## config.mk

```make
export PLATFORM = sky130hd
export DESIGN_NAME = hsv_to_rgb_converter_flat
export DESIGN_NICKNAME = d
export VERILOG_FILES = /design/src/hdl/hsvc_pkg.sv /design/src/hdl/hsvc_in_if.sv /design/src/hdl/hsvc_out_if.sv /design/src/hdl/hsv_to_rgb_converter.sv /design/src/hdl/hsvc_sector_split.sv /design/src/flat_wrapper.sv
export SDC_FILE = /design/constraint.sdc
export NUM_CORES = 1
export LEC_CHECK = 0
export ABC_CLOCK_PERIOD_IN_PS = 10900
export BUFFER_PORTS_ARGS = -buffer_cell sky130_fd_sc_hd__buf_2
export CAP_MARGIN = 20
export CORE_ASPECT_RATIO = 1.75
export CORE_MARGIN = 2
export CORE_UTILIZATION = 61
export DETAILED_ROUTE_END_ITERATION = 8
export MAX_ROUTING_LAYER = met4
export PLACE_DENSITY = 0.75
export SLEW_MARGIN = 25
export SYNTH_ARGS = -nofsm -noshare
export SYNTH_HDL_FRONTEND = slang
export SYNTH_SLANG_ARGS = --single-unit
```

## constraint.sdc

```tcl
create_clock -name clk -period 10.9 [get_ports clk]
set_input_delay 1.09 -clock clk [delete_from_list [all_inputs] [get_ports clk]]
set_output_delay 1.09 -clock clk [all_outputs]
set_load 0.02 [all_outputs]
```

## src/hdl/hsvc_pkg.sv

```systemverilog
package hsvc_pkg;

    // Field widths
    localparam int HUE_W  = 16;
    localparam int SAT_W  = 9;
    localparam int VAL_W  = 9;
    localparam int CHAN_W = 8;

    // Hue geometry in 1/16 degree units
    localparam int TURN     = 5760;
    localparam int SECTOR   = 960;
    localparam int HMOD_W   = 13;   // hue mod TURN < 8192
    localparam int SEC_W    = 3;    // sector 0..5
    localparam int DIFF_W   = 10;   // 0..960

    // Datapath widths
    localparam int VS_W   = SAT_W + VAL_W;   // v*s
    localparam int PROD_W = VS_W + DIFF_W;   // v*s*d
    localparam int VB_W   = 27;              // v*256*960
    localparam int NUM_W  = PROD_W + 1;      // signed channel numerator

    // v*256*960 and full scale 65536*960 = 15 * 2^22
    localparam int VBASE_MUL   = 245760;
    localparam int DEN         = 62914560;
    localparam int SCALE_MUL   = 17;         // 255/15
    localparam int SCALE_SHIFT = 22;
    localparam int SCALE_W     = 31;

    typedef logic [SEC_W-1:0] sector_t;

    // Which term a channel carries before the offset is added
    typedef enum logic [1:0] {
        ROLE_CHROMA,
        ROLE_SECOND,
        ROLE_ZERO
    } role_t;

    typedef struct packed {
        role_t red;
        role_t green;
        role_t blue;
    } roles_t;

    typedef struct packed {
        sector_t             sector;
        logic [DIFF_W-1:0]   diff;    // 960 - k, the weight subtracted for the secondary term
    } split_t;

    function automatic roles_t sector_roles(sector_t sector);
        roles_t r;
        case (sector)
            3'd0:    r = '{ROLE_CHROMA, ROLE_SECOND, ROLE_ZERO};
            3'd1:    r = '{ROLE_SECOND, ROLE_CHROMA, ROLE_ZERO};
            3'd2:    r = '{ROLE_ZERO,   ROLE_CHROMA, ROLE_SECOND};
            3'd3:    r = '{ROLE_ZERO,   ROLE_SECOND, ROLE_CHROMA};
            3'd4:    r = '{ROLE_SECOND, ROLE_ZERO,   ROLE_CHROMA};
            default: r = '{ROLE_CHROMA, ROLE_ZERO,   ROLE_SECOND};
        endcase
        return r;
    endfunction

endpackage

```

## src/hdl/hsvc_in_if.sv

```systemverilog
interface hsvc_in_if;
    logic                              valid;
    logic                              ready;
    logic signed [hsvc_pkg::HUE_W-1:0] hue;
    logic        [hsvc_pkg::SAT_W-1:0] saturation;
    logic        [hsvc_pkg::VAL_W-1:0] brightness;

    modport source (output valid, output hue, output saturation, output brightness,
                    input ready);
    modport sink   (input valid, input hue, input saturation, input brightness,
                    output ready);
endinterface

```

## src/hdl/hsvc_out_if.sv

```systemverilog
interface hsvc_out_if;
    logic                        valid;
    logic                        ready;
    logic [hsvc_pkg::CHAN_W-1:0] red;
    logic [hsvc_pkg::CHAN_W-1:0] green;
    logic [hsvc_pkg::CHAN_W-1:0] blue;
    logic                        hue_error;

    modport source (output valid, output red, output green, output blue,
                    output hue_error, input ready);
    modport sink   (input valid, input red, input green, input blue,
                    input hue_error, output ready);
endinterface

```

## src/hdl/hsv_to_rgb_converter.sv

```systemverilog
// Channel | Dir  | Payload                                   | Transfer
// hsv     | in   | hue s16, saturation u9, brightness u9     | valid & ready
// rgb     | out  | red u8, green u8, blue u8, hue_error u1   | valid & ready
//
// Five register stages; a result passes each stage register in turn and shows
// on rgb from the last one, where it waits for its output transfer.
// One pixel per clock sustained while rgb.ready stays high; every stage holds a valid bit.
// Stalls: a stage takes new data when it is empty or the stage after it moves,
// so bubbles collapse and hsv.ready follows rgb.ready through that chain.
// rst_n (async, active low) clears the valid bits only.
module hsv_to_rgb_converter (
    input  logic               clk,
    input  logic               rst_n,
    hsvc_in_if.sink            hsv,
    hsvc_out_if.source         rgb
);

    localparam int NS = 5;

    // Per-stage valid bits and advance enables
    logic [NS:1] vld_reg;
    logic [NS:1] vld_next;
    logic [NS:1] adv;

    always_comb
    begin
        adv[NS] = !vld_reg[NS] || rgb.ready;
        for (int i = NS - 1; i >= 1; i--)
        begin
            adv[i] = !vld_reg[i] || adv[i+1];
        end
    end

    always_comb
    begin
        vld_next[1] = adv[1] ? hsv.valid : vld_reg[1];
        for (int i = 2; i <= NS; i++)
        begin
            vld_next[i] = adv[i] ? vld_reg[i-1] : vld_reg[i];
        end
    end

    always_ff @(posedge clk or negedge rst_n)
    begin
        if (!rst_n)
        begin
            vld_reg <= '0;
        end
        else
        begin
            vld_reg <= vld_next;
        end
    end

    assign hsv.ready = adv[1];

    // ---------------- Stage 1: hue mod 360 degrees, chroma v*s ----------------
    logic                             err1_reg,  err1_next;
    logic [hsvc_pkg::HMOD_W-1:0]      hmod1_reg, hmod1_next;
    logic [hsvc_pkg::VS_W-1:0]        vs1_reg,   vs1_next;
    logic [hsvc_pkg::VAL_W-1:0]       v1_reg;

    logic [2:0]                       turns;
    logic [hsvc_pkg::HUE_W-2:0]       hue_mag;
    logic [hsvc_pkg::HUE_W-2:0]       turn_base;

    always_comb
    begin
        hue_mag = hsv.hue[hsvc_pkg::HUE_W-2:0];
        turns   = '0;
        for (int i = 1; i < 6; i++)
        begin
            if (hue_mag >= (hsvc_pkg::HUE_W-1)'(i * hsvc_pkg::TURN))
            begin
                turns = turns + 1'b1;
            end
        end
        turn_base  = (hsvc_pkg::HUE_W-1)'((hsvc_pkg::HUE_W-1)'(turns)
                     * (hsvc_pkg::HUE_W-1)'(hsvc_pkg::TURN));
        hmod1_next = hsvc_pkg::HMOD_W'(hue_mag - turn_base);
        err1_next  = hsv.hue[hsvc_pkg::HUE_W-1];
        vs1_next   = hsvc_pkg::VS_W'(hsv.brightness) * hsvc_pkg::VS_W'(hsv.saturation);
    end

    always_ff @(posedge clk)
    begin
        if (adv[1])
        begin
            err1_reg  <= err1_next;
            hmod1_reg <= hmod1_next;
            vs1_reg   <= vs1_next;
            v1_reg    <= hsv.brightness;
        end
    end

    // ---------------- Stage 2: sector and secondary weight ----------------
    hsvc_pkg::split_t                 split2_next;
    hsvc_pkg::split_t                 split2_reg;
    logic                             err2_reg;
    logic [hsvc_pkg::VS_W-1:0]        vs2_reg;
    logic [hsvc_pkg::VAL_W-1:0]       v2_reg;

    hsvc_sector_split u_split (
        .hue_mod (hmod1_reg),
        .split   (split2_next)
    );

    always_ff @(posedge clk)
    begin
        if (adv[2])
        begin
            split2_reg <= split2_next;
            err2_reg   <= err1_reg;
            vs2_reg    <= vs1_reg;
            v2_reg     <= v1_reg;
        end
    end

    // ---------------- Stage 3: products ----------------
    // Each channel numerator is v*256*960 - v*s*d, d one of 0, 960, weight.
    logic [hsvc_pkg::PROD_W-1:0]      px3_reg, px3_next;
    logic [hsvc_pkg::PROD_W-1:0]      pc3_reg, pc3_next;
    logic [hsvc_pkg::VB_W-1:0]        vb3_reg, vb3_next;
    hsvc_pkg::sector_t                sec3_reg;
    logic                             err3_reg;

    always_comb
    begin
        px3_next = hsvc_pkg::PROD_W'(vs2_reg) * hsvc_pkg::PROD_W'(split2_reg.diff);
        pc3_next = hsvc_pkg::PROD_W'(vs2_reg) * hsvc_pkg::PROD_W'(hsvc_pkg::SECTOR);
        vb3_next = hsvc_pkg::VB_W'(v2_reg) * hsvc_pkg::VB_W'(hsvc_pkg::VBASE_MUL);
    end

    always_ff @(posedge clk)
    begin
        if (adv[3])
        begin
            px3_reg  <= px3_next;
            pc3_reg  <= pc3_next;
            vb3_reg  <= vb3_next;
            sec3_reg <= split2_reg.sector;
            err3_reg <= err2_reg;
        end
    end

    // ---------------- Stage 4: channel numerators ----------------
    logic [hsvc_pkg::NUM_W-1:0]       nr4_reg, nr4_next;
    logic [hsvc_pkg::NUM_W-1:0]       ng4_reg, ng4_next;
    logic [hsvc_pkg::NUM_W-1:0]       nb4_reg, nb4_next;
    logic                             err4_reg;
    hsvc_pkg::roles_t                 roles3;

    function automatic logic [hsvc_pkg::NUM_W-1:0] chan_num(
        hsvc_pkg::role_t               role,
        logic [hsvc_pkg::VB_W-1:0]     vb,
        logic [hsvc_pkg::PROD_W-1:0]   pc,
        logic [hsvc_pkg::PROD_W-1:0]   px
    );
        logic [hsvc_pkg::PROD_W-1:0] sub;
        case (role)
            hsvc_pkg::ROLE_CHROMA: sub = '0;
            hsvc_pkg::ROLE_SECOND: sub = px;
            default:               sub = pc;
        endcase
        // both terms stay below 2^28, so the top bit is the sign
        return hsvc_pkg::NUM_W'(vb) - hsvc_pkg::NUM_W'(sub);
    endfunction

    always_comb
    begin
        roles3   = hsvc_pkg::sector_roles(sec3_reg);
        nr4_next = chan_num(roles3.red,   vb3_reg, pc3_reg, px3_reg);
        ng4_next = chan_num(roles3.green, vb3_reg, pc3_reg, px3_reg);
        nb4_next = chan_num(roles3.blue,  vb3_reg, pc3_reg, px3_reg);
    end

    always_ff @(posedge clk)
    begin
        if (adv[4])
        begin
            nr4_reg  <= nr4_next;
            ng4_reg  <= ng4_next;
            nb4_reg  <= nb4_next;
            err4_reg <= err3_reg;
        end
    end

    // ---------------- Stage 5: clip and scale to 8 bits ----------------
    // floor(255 * n / (65536*960)) = (n * 17) >> 22
    logic [hsvc_pkg::CHAN_W-1:0]      red_reg,   red_next;
    logic [hsvc_pkg::CHAN_W-1:0]      green_reg, green_next;
    logic [hsvc_pkg::CHAN_W-1:0]      blue_reg,  blue_next;
    logic                             herr_reg;

    function automatic logic [hsvc_pkg::CHAN_W-1:0] chan_scale(
        logic [hsvc_pkg::NUM_W-1:0] num,
        logic                       err
    );
        logic [hsvc_pkg::NUM_W-2:0]   clip;
        logic [hsvc_pkg::SCALE_W-1:0] prod;
        if (num[hsvc_pkg::NUM_W-1] || err)
        begin
            clip = '0;
        end
        else if (num[hsvc_pkg::NUM_W-2:0] > (hsvc_pkg::NUM_W-1)'(hsvc_pkg::DEN))
        begin
            clip = (hsvc_pkg::NUM_W-1)'(hsvc_pkg::DEN);
        end
        else
        begin
            clip = num[hsvc_pkg::NUM_W-2:0];
        end
        prod = hsvc_pkg::SCALE_W'(clip) * hsvc_pkg::SCALE_W'(hsvc_pkg::SCALE_MUL);
        return prod[hsvc_pkg::SCALE_SHIFT +: hsvc_pkg::CHAN_W];
    endfunction

    always_comb
    begin
        red_next   = chan_scale(nr4_reg, err4_reg);
        green_next = chan_scale(ng4_reg, err4_reg);
        blue_next  = chan_scale(nb4_reg, err4_reg);
    end

    always_ff @(posedge clk)
    begin
        if (adv[5])
        begin
            red_reg   <= red_next;
            green_reg <= green_next;
            blue_reg  <= blue_next;
            herr_reg  <= err4_reg;
        end
    end

    assign rgb.valid     = vld_reg[NS];
    assign rgb.red       = red_reg;
    assign rgb.green     = green_reg;
    assign rgb.blue      = blue_reg;
    assign rgb.hue_error = herr_reg;

endmodule

```

## src/hdl/hsvc_sector_split.sv

```systemverilog
// Splits a reduced hue into its 60-degree sector and the secondary-term weight.
module hsvc_sector_split (
    input  logic [hsvc_pkg::HMOD_W-1:0] hue_mod,
    output hsvc_pkg::split_t            split
);

    hsvc_pkg::sector_t               cnt;
    logic [hsvc_pkg::HMOD_W-1:0]     base;
    logic [hsvc_pkg::DIFF_W-1:0]     pos;

    // Thermometer count of sector boundaries at or below the hue
    always_comb
    begin
        cnt = '0;
        for (int i = 1; i < 6; i++)
        begin
            if (hue_mod >= hsvc_pkg::HMOD_W'(i * hsvc_pkg::SECTOR))
            begin
                cnt = cnt + 1'b1;
            end
        end
    end

    always_comb
    begin
        base = hsvc_pkg::HMOD_W'(hsvc_pkg::HMOD_W'(cnt) * hsvc_pkg::HMOD_W'(hsvc_pkg::SECTOR));
        pos  = hsvc_pkg::DIFF_W'(hue_mod - base);
        split.sector = cnt;
        // odd sector: k = 960 - f, weight f; even: k = f, weight 960 - f
        split.diff   = cnt[0] ? pos : hsvc_pkg::DIFF_W'(hsvc_pkg::SECTOR) - pos;
    end

endmodule

```

## src/flat_wrapper.sv

```systemverilog
// flat-port wrapper written by rule: the top's interface ports become plain ports
module hsv_to_rgb_converter_flat 
  (clk, rst_n, hsv_valid, hsv_hue, hsv_saturation, hsv_brightness, hsv_ready, rgb_valid, rgb_red, rgb_green, rgb_blue, rgb_hue_error, rgb_ready);
  hsvc_in_if hsv_i ();
  hsvc_out_if rgb_i ();
  input  logic clk;
  input  logic rst_n;
  input wire logic [$bits(hsv_i.valid)-1:0] hsv_valid;
  input wire logic [$bits(hsv_i.hue)-1:0] hsv_hue;
  input wire logic [$bits(hsv_i.saturation)-1:0] hsv_saturation;
  input wire logic [$bits(hsv_i.brightness)-1:0] hsv_brightness;
  output wire logic [$bits(hsv_i.ready)-1:0] hsv_ready;
  output wire logic [$bits(rgb_i.valid)-1:0] rgb_valid;
  output wire logic [$bits(rgb_i.red)-1:0] rgb_red;
  output wire logic [$bits(rgb_i.green)-1:0] rgb_green;
  output wire logic [$bits(rgb_i.blue)-1:0] rgb_blue;
  output wire logic [$bits(rgb_i.hue_error)-1:0] rgb_hue_error;
  input wire logic [$bits(rgb_i.ready)-1:0] rgb_ready;
  assign hsv_i.valid = hsv_valid;
  assign hsv_i.hue = hsv_hue;
  assign hsv_i.saturation = hsv_saturation;
  assign hsv_i.brightness = hsv_brightness;
  assign hsv_ready = hsv_i.ready;
  assign rgb_valid = rgb_i.valid;
  assign rgb_red = rgb_i.red;
  assign rgb_green = rgb_i.green;
  assign rgb_blue = rgb_i.blue;
  assign rgb_hue_error = rgb_i.hue_error;
  assign rgb_i.ready = rgb_ready;
  hsv_to_rgb_converter u_core (.clk(clk), .rst_n(rst_n), .hsv(hsv_i), .rgb(rgb_i));
endmodule
```

==> impl_metrics.py <==
metrics = {
    "synth": {
        "syn-mean-instance-area_sq_um": 10.5,
        "netlist-cell-type-count": 88,
        "ys_warn_count": 0,
        "yosysTopAreaCell": "sky130_fd_sc_hd__edfxtp_1",
        "synth_async_sr_flop_share_pct": 1.87,
        "synth_enable_flop_cells": 262,
        "dominantRegCellSynth": "sky130_fd_sc_hd__edfxtp_1",
        "postSynthCellCount": 2529,
        "synth_area_leaders": "sky130_fd_sc_hd__edfxtp_1, sky130_fd_sc_hd__fa_1, sky130_fd_sc_hd__ha_1",
        "post_synth_instance_area_sq_mm": 0.0265,
        "synth_seq_cells": 267,
        "synth.top_cell.area_share_pct": 29.7,
        "seq_area_frac_synth_pct": 30.2,
    },
    "critical_path": {
        "critical_path.reg2reg.endpoint": "u_core.px3_reg[27]$_DFFE_PP_",
        "r2r_slack_ps": 4410,
        "cp_num_buf_inv": 3,
        "critical_path_arrival_ps": 6790,
        "critical_path.endpoint_type": "flip-flop",
        "timing_worst_setup_path_type": "reg2reg",
        "crit-reg2reg-launch": "u_core.split2_reg[3]$_DFFE_PP_",
        "worstPathCellList": "nand2_1 -> fa_1 -> inv_1 -> fa_1 -> inv_1 -> fa_1 -> fa_1 -> inv_1 -> fa_1 -> ha_1 -> a21o_1 -> a21o_1 -> a21oi_1 -> o311ai_0 -> a31oi_1 -> o21ai_0 -> a41o_1 -> o221ai_1 -> xnor2_1",
        "worstPathRequired_ps": 11200,
        "critical_path.startpoint_type": "flip-flop",
        "worst-path-max-fanout": 18,
        "critical_path.top_delay_family": "adder cells",
        "slowest_delay_ps": 770,
        "path_common_cell": "sky130_fd_sc_hd__fa_1",
        "crit_path_top_delay_cell": "sky130_fd_sc_hd__edfxtp_1",
        "r2r_cells": 19,
    },
    "final_layout": {
        "n_diodes": 0,
        "final_net_count": 3178,
        "final_cell_mix": "sky130_fd_sc_hd__ha_1, sky130_fd_sc_hd__inv_1, sky130_fd_sc_hd__edfxtp_1",
        "finish.instance_area_sq_mm": 0.0283,
        "layout-drive-gt1-share_pct": 6.38,
        "most_common_cell_after_layout_fill_and_taps_aside": "sky130_fd_sc_hd__ha_1",
        "finish.utilization_pct": 65.6,
        "layout-area-overhead-vs-synth_pct": 6.75,
    },
    "placed_design": {
        "place_ws_ps": 4400,
        "placement.io_buffers": 64,
        "place_hpwl_mm": 51.9,
        "gp_routability_congestion": 0.996,
        "place_area_sq_mm": 0.0273,
    },
    "cts": {
        "cts.clk_slew.worst_paths_ps": 70,
        "cts_inserted_buffers": 27,
        "cts.repair_timing.setup_buffer_count": 0,
        "ctsHtreeMaxLevel": 1,
        "clock_sinks": 267,
        "cts_tree": "done",
        "cts-root-to-sink-buffers": 3,
        "worst_skew_late_latency_ps": 570,
        "cts.repair.resized": 0,
        "cts-root-buf": "sky130_fd_sc_hd__clkbuf_16",
        "hold_buffers": 0,
    },
    "timing": {
        "fin_setup_tns_ps": 0,
        "skew_ps": 16.6,
        "tightestPinTransition_ps": 1000,
        "maxClockFrequency_mhz": 154,
        "setup_ws_ps": 4410,
        "finalSetupViolCount": 0,
        "maxSlewHeadroom_pct": 32.5,
        "layout_worst_path_cycle_share_pct": 59.5,
        "slew_viol_final": 0,
        "finalHoldViolCount": 0,
        "grt_setup_unrepaired": "no",
        "finalCriticalPeriod_ps": 6490,
    },
    "detailed_routing": {
        "vias": 18700,
        "detail_route.wirelength_mm": 62.6,
        "drt_pass1_iterations": 7,
        "routed_via_density": 5.93,
        "initialDrtViolationCount": 1042,
        "drc": 0,
        "routedWlPerCell_microns": 19.8,
        "postRouteAntennaNets": 0,
    },
    "floorplanning": {
        "die_area_sq_mm": 0.0452,
        "die_w_microns": 162,
        "floorplan.io_pins": 65,
        "core_region_area_sq_mm": 0.0431,
        "floorplan.initialDensity_pct": 61.5,
        "floorplan.rows": 101,
        "fp.dieH_microns": 280,
    },
    "grt": {
        "track_usage_pct": 29.7,
        "total_global_routing_overflow": 0,
        "first_global_vias": 20200,
        "grt_start_max_net_pins": 90,
        "global_route_wire_length_before_repair_mm": 102,
        "initial_antenna_violation_count": 0,
    },
    "job": {
        "drv.max_cap_violation_count": 0,
    },
    "hold_path": {
        "worstHoldPathType": "in2async",
    },
    "run_status": {
        "status": "complete, no violations",
    },
}
[layer usage]
layer | GRT usage, % | wire length [microns] | up-vias
li1 | - | - | 8857
met1 | 27.2 | 20700 | 9189
met2 | 56.7 | 34800 | 434
met3 | 2.49 | 1730 | 215
met4 | 20.8 | 5370 | 0
met5 | - | 0 | -
[stage by stage]
step           std cells  hold WS (ps)
2_1_floorplan       2534           400
3_3_place_gp        3104           401
3_5_place_dp        3104           405
4_1_cts             3154           297
5_1_grt             3154           313
6_report            3154           324
[final cells by class]
class,count,area [sq um]
clock inverter,20,219
timing repair buffer,73,388
tap,566,708
clock buffer,30,707
sequential,267,7990
inverter,277,1040
fill,3433,14800
multi-input combinational,1921,17200
[synth_stat cells (all sizes together) (46+ instances only)]
| master | number |
|---|---|
| a21o | 46 |
| inv | 277 |
| a22oi | 52 |
| and2 | 154 |
| fa | 228 |
| nor2 | 113 |
| nand2 | 239 |
| clkbuf | 59 |
| xnor2 | 125 |
| ha | 345 |
| xor2 | 53 |
| a21oi | 115 |
| edfxtp | 262 |
| o21ai | 64 |
[how the worst max path moves through the flow]
stage	start	to	slack [ps]	cells past startpoint
2_1_floorplan	u_core.split2_reg[2]$_DFFE_PP_	u_core.px3_reg[27]$_DFFE_PP_	5060	21
3_3_place_gp	u_core.split2_reg[3]$_DFFE_PP_	u_core.px3_reg[27]$_DFFE_PP_	4530	19
3_5_place_dp	u_core.split2_reg[3]$_DFFE_PP_	u_core.px3_reg[27]$_DFFE_PP_	4400	19
4_1_cts	u_core.split2_reg[3]$_DFFE_PP_	u_core.px3_reg[27]$_DFFE_PP_	4390	19
5_1_grt	u_core.split2_reg[3]$_DFFE_PP_	u_core.px3_reg[27]$_DFFE_PP_	4100	19
6_report	u_core.split2_reg[3]$_DFFE_PP_	u_core.px3_reg[27]$_DFFE_PP_	4410	19
[cell families (layout without fill, tap and decap cells)]
kind of cell,after synthesis,in the layout,synth area share [%]
and+or+nand+nor,732,732,14.1
adders and majority gates,573,573,33.5
AOI/OAI and AO/OA,428,428,11.0
buffers and inverters,346,400,5.04
DFF,267,267,30.2
xor gates and xnor gates,178,178,5.89
muxes,4,4,0.184
other,1,6,0.0142
Power is left out: the tool's default activity adds up to more than one toggle a clock period on the data nets, which glitch-free logic cannot reach.
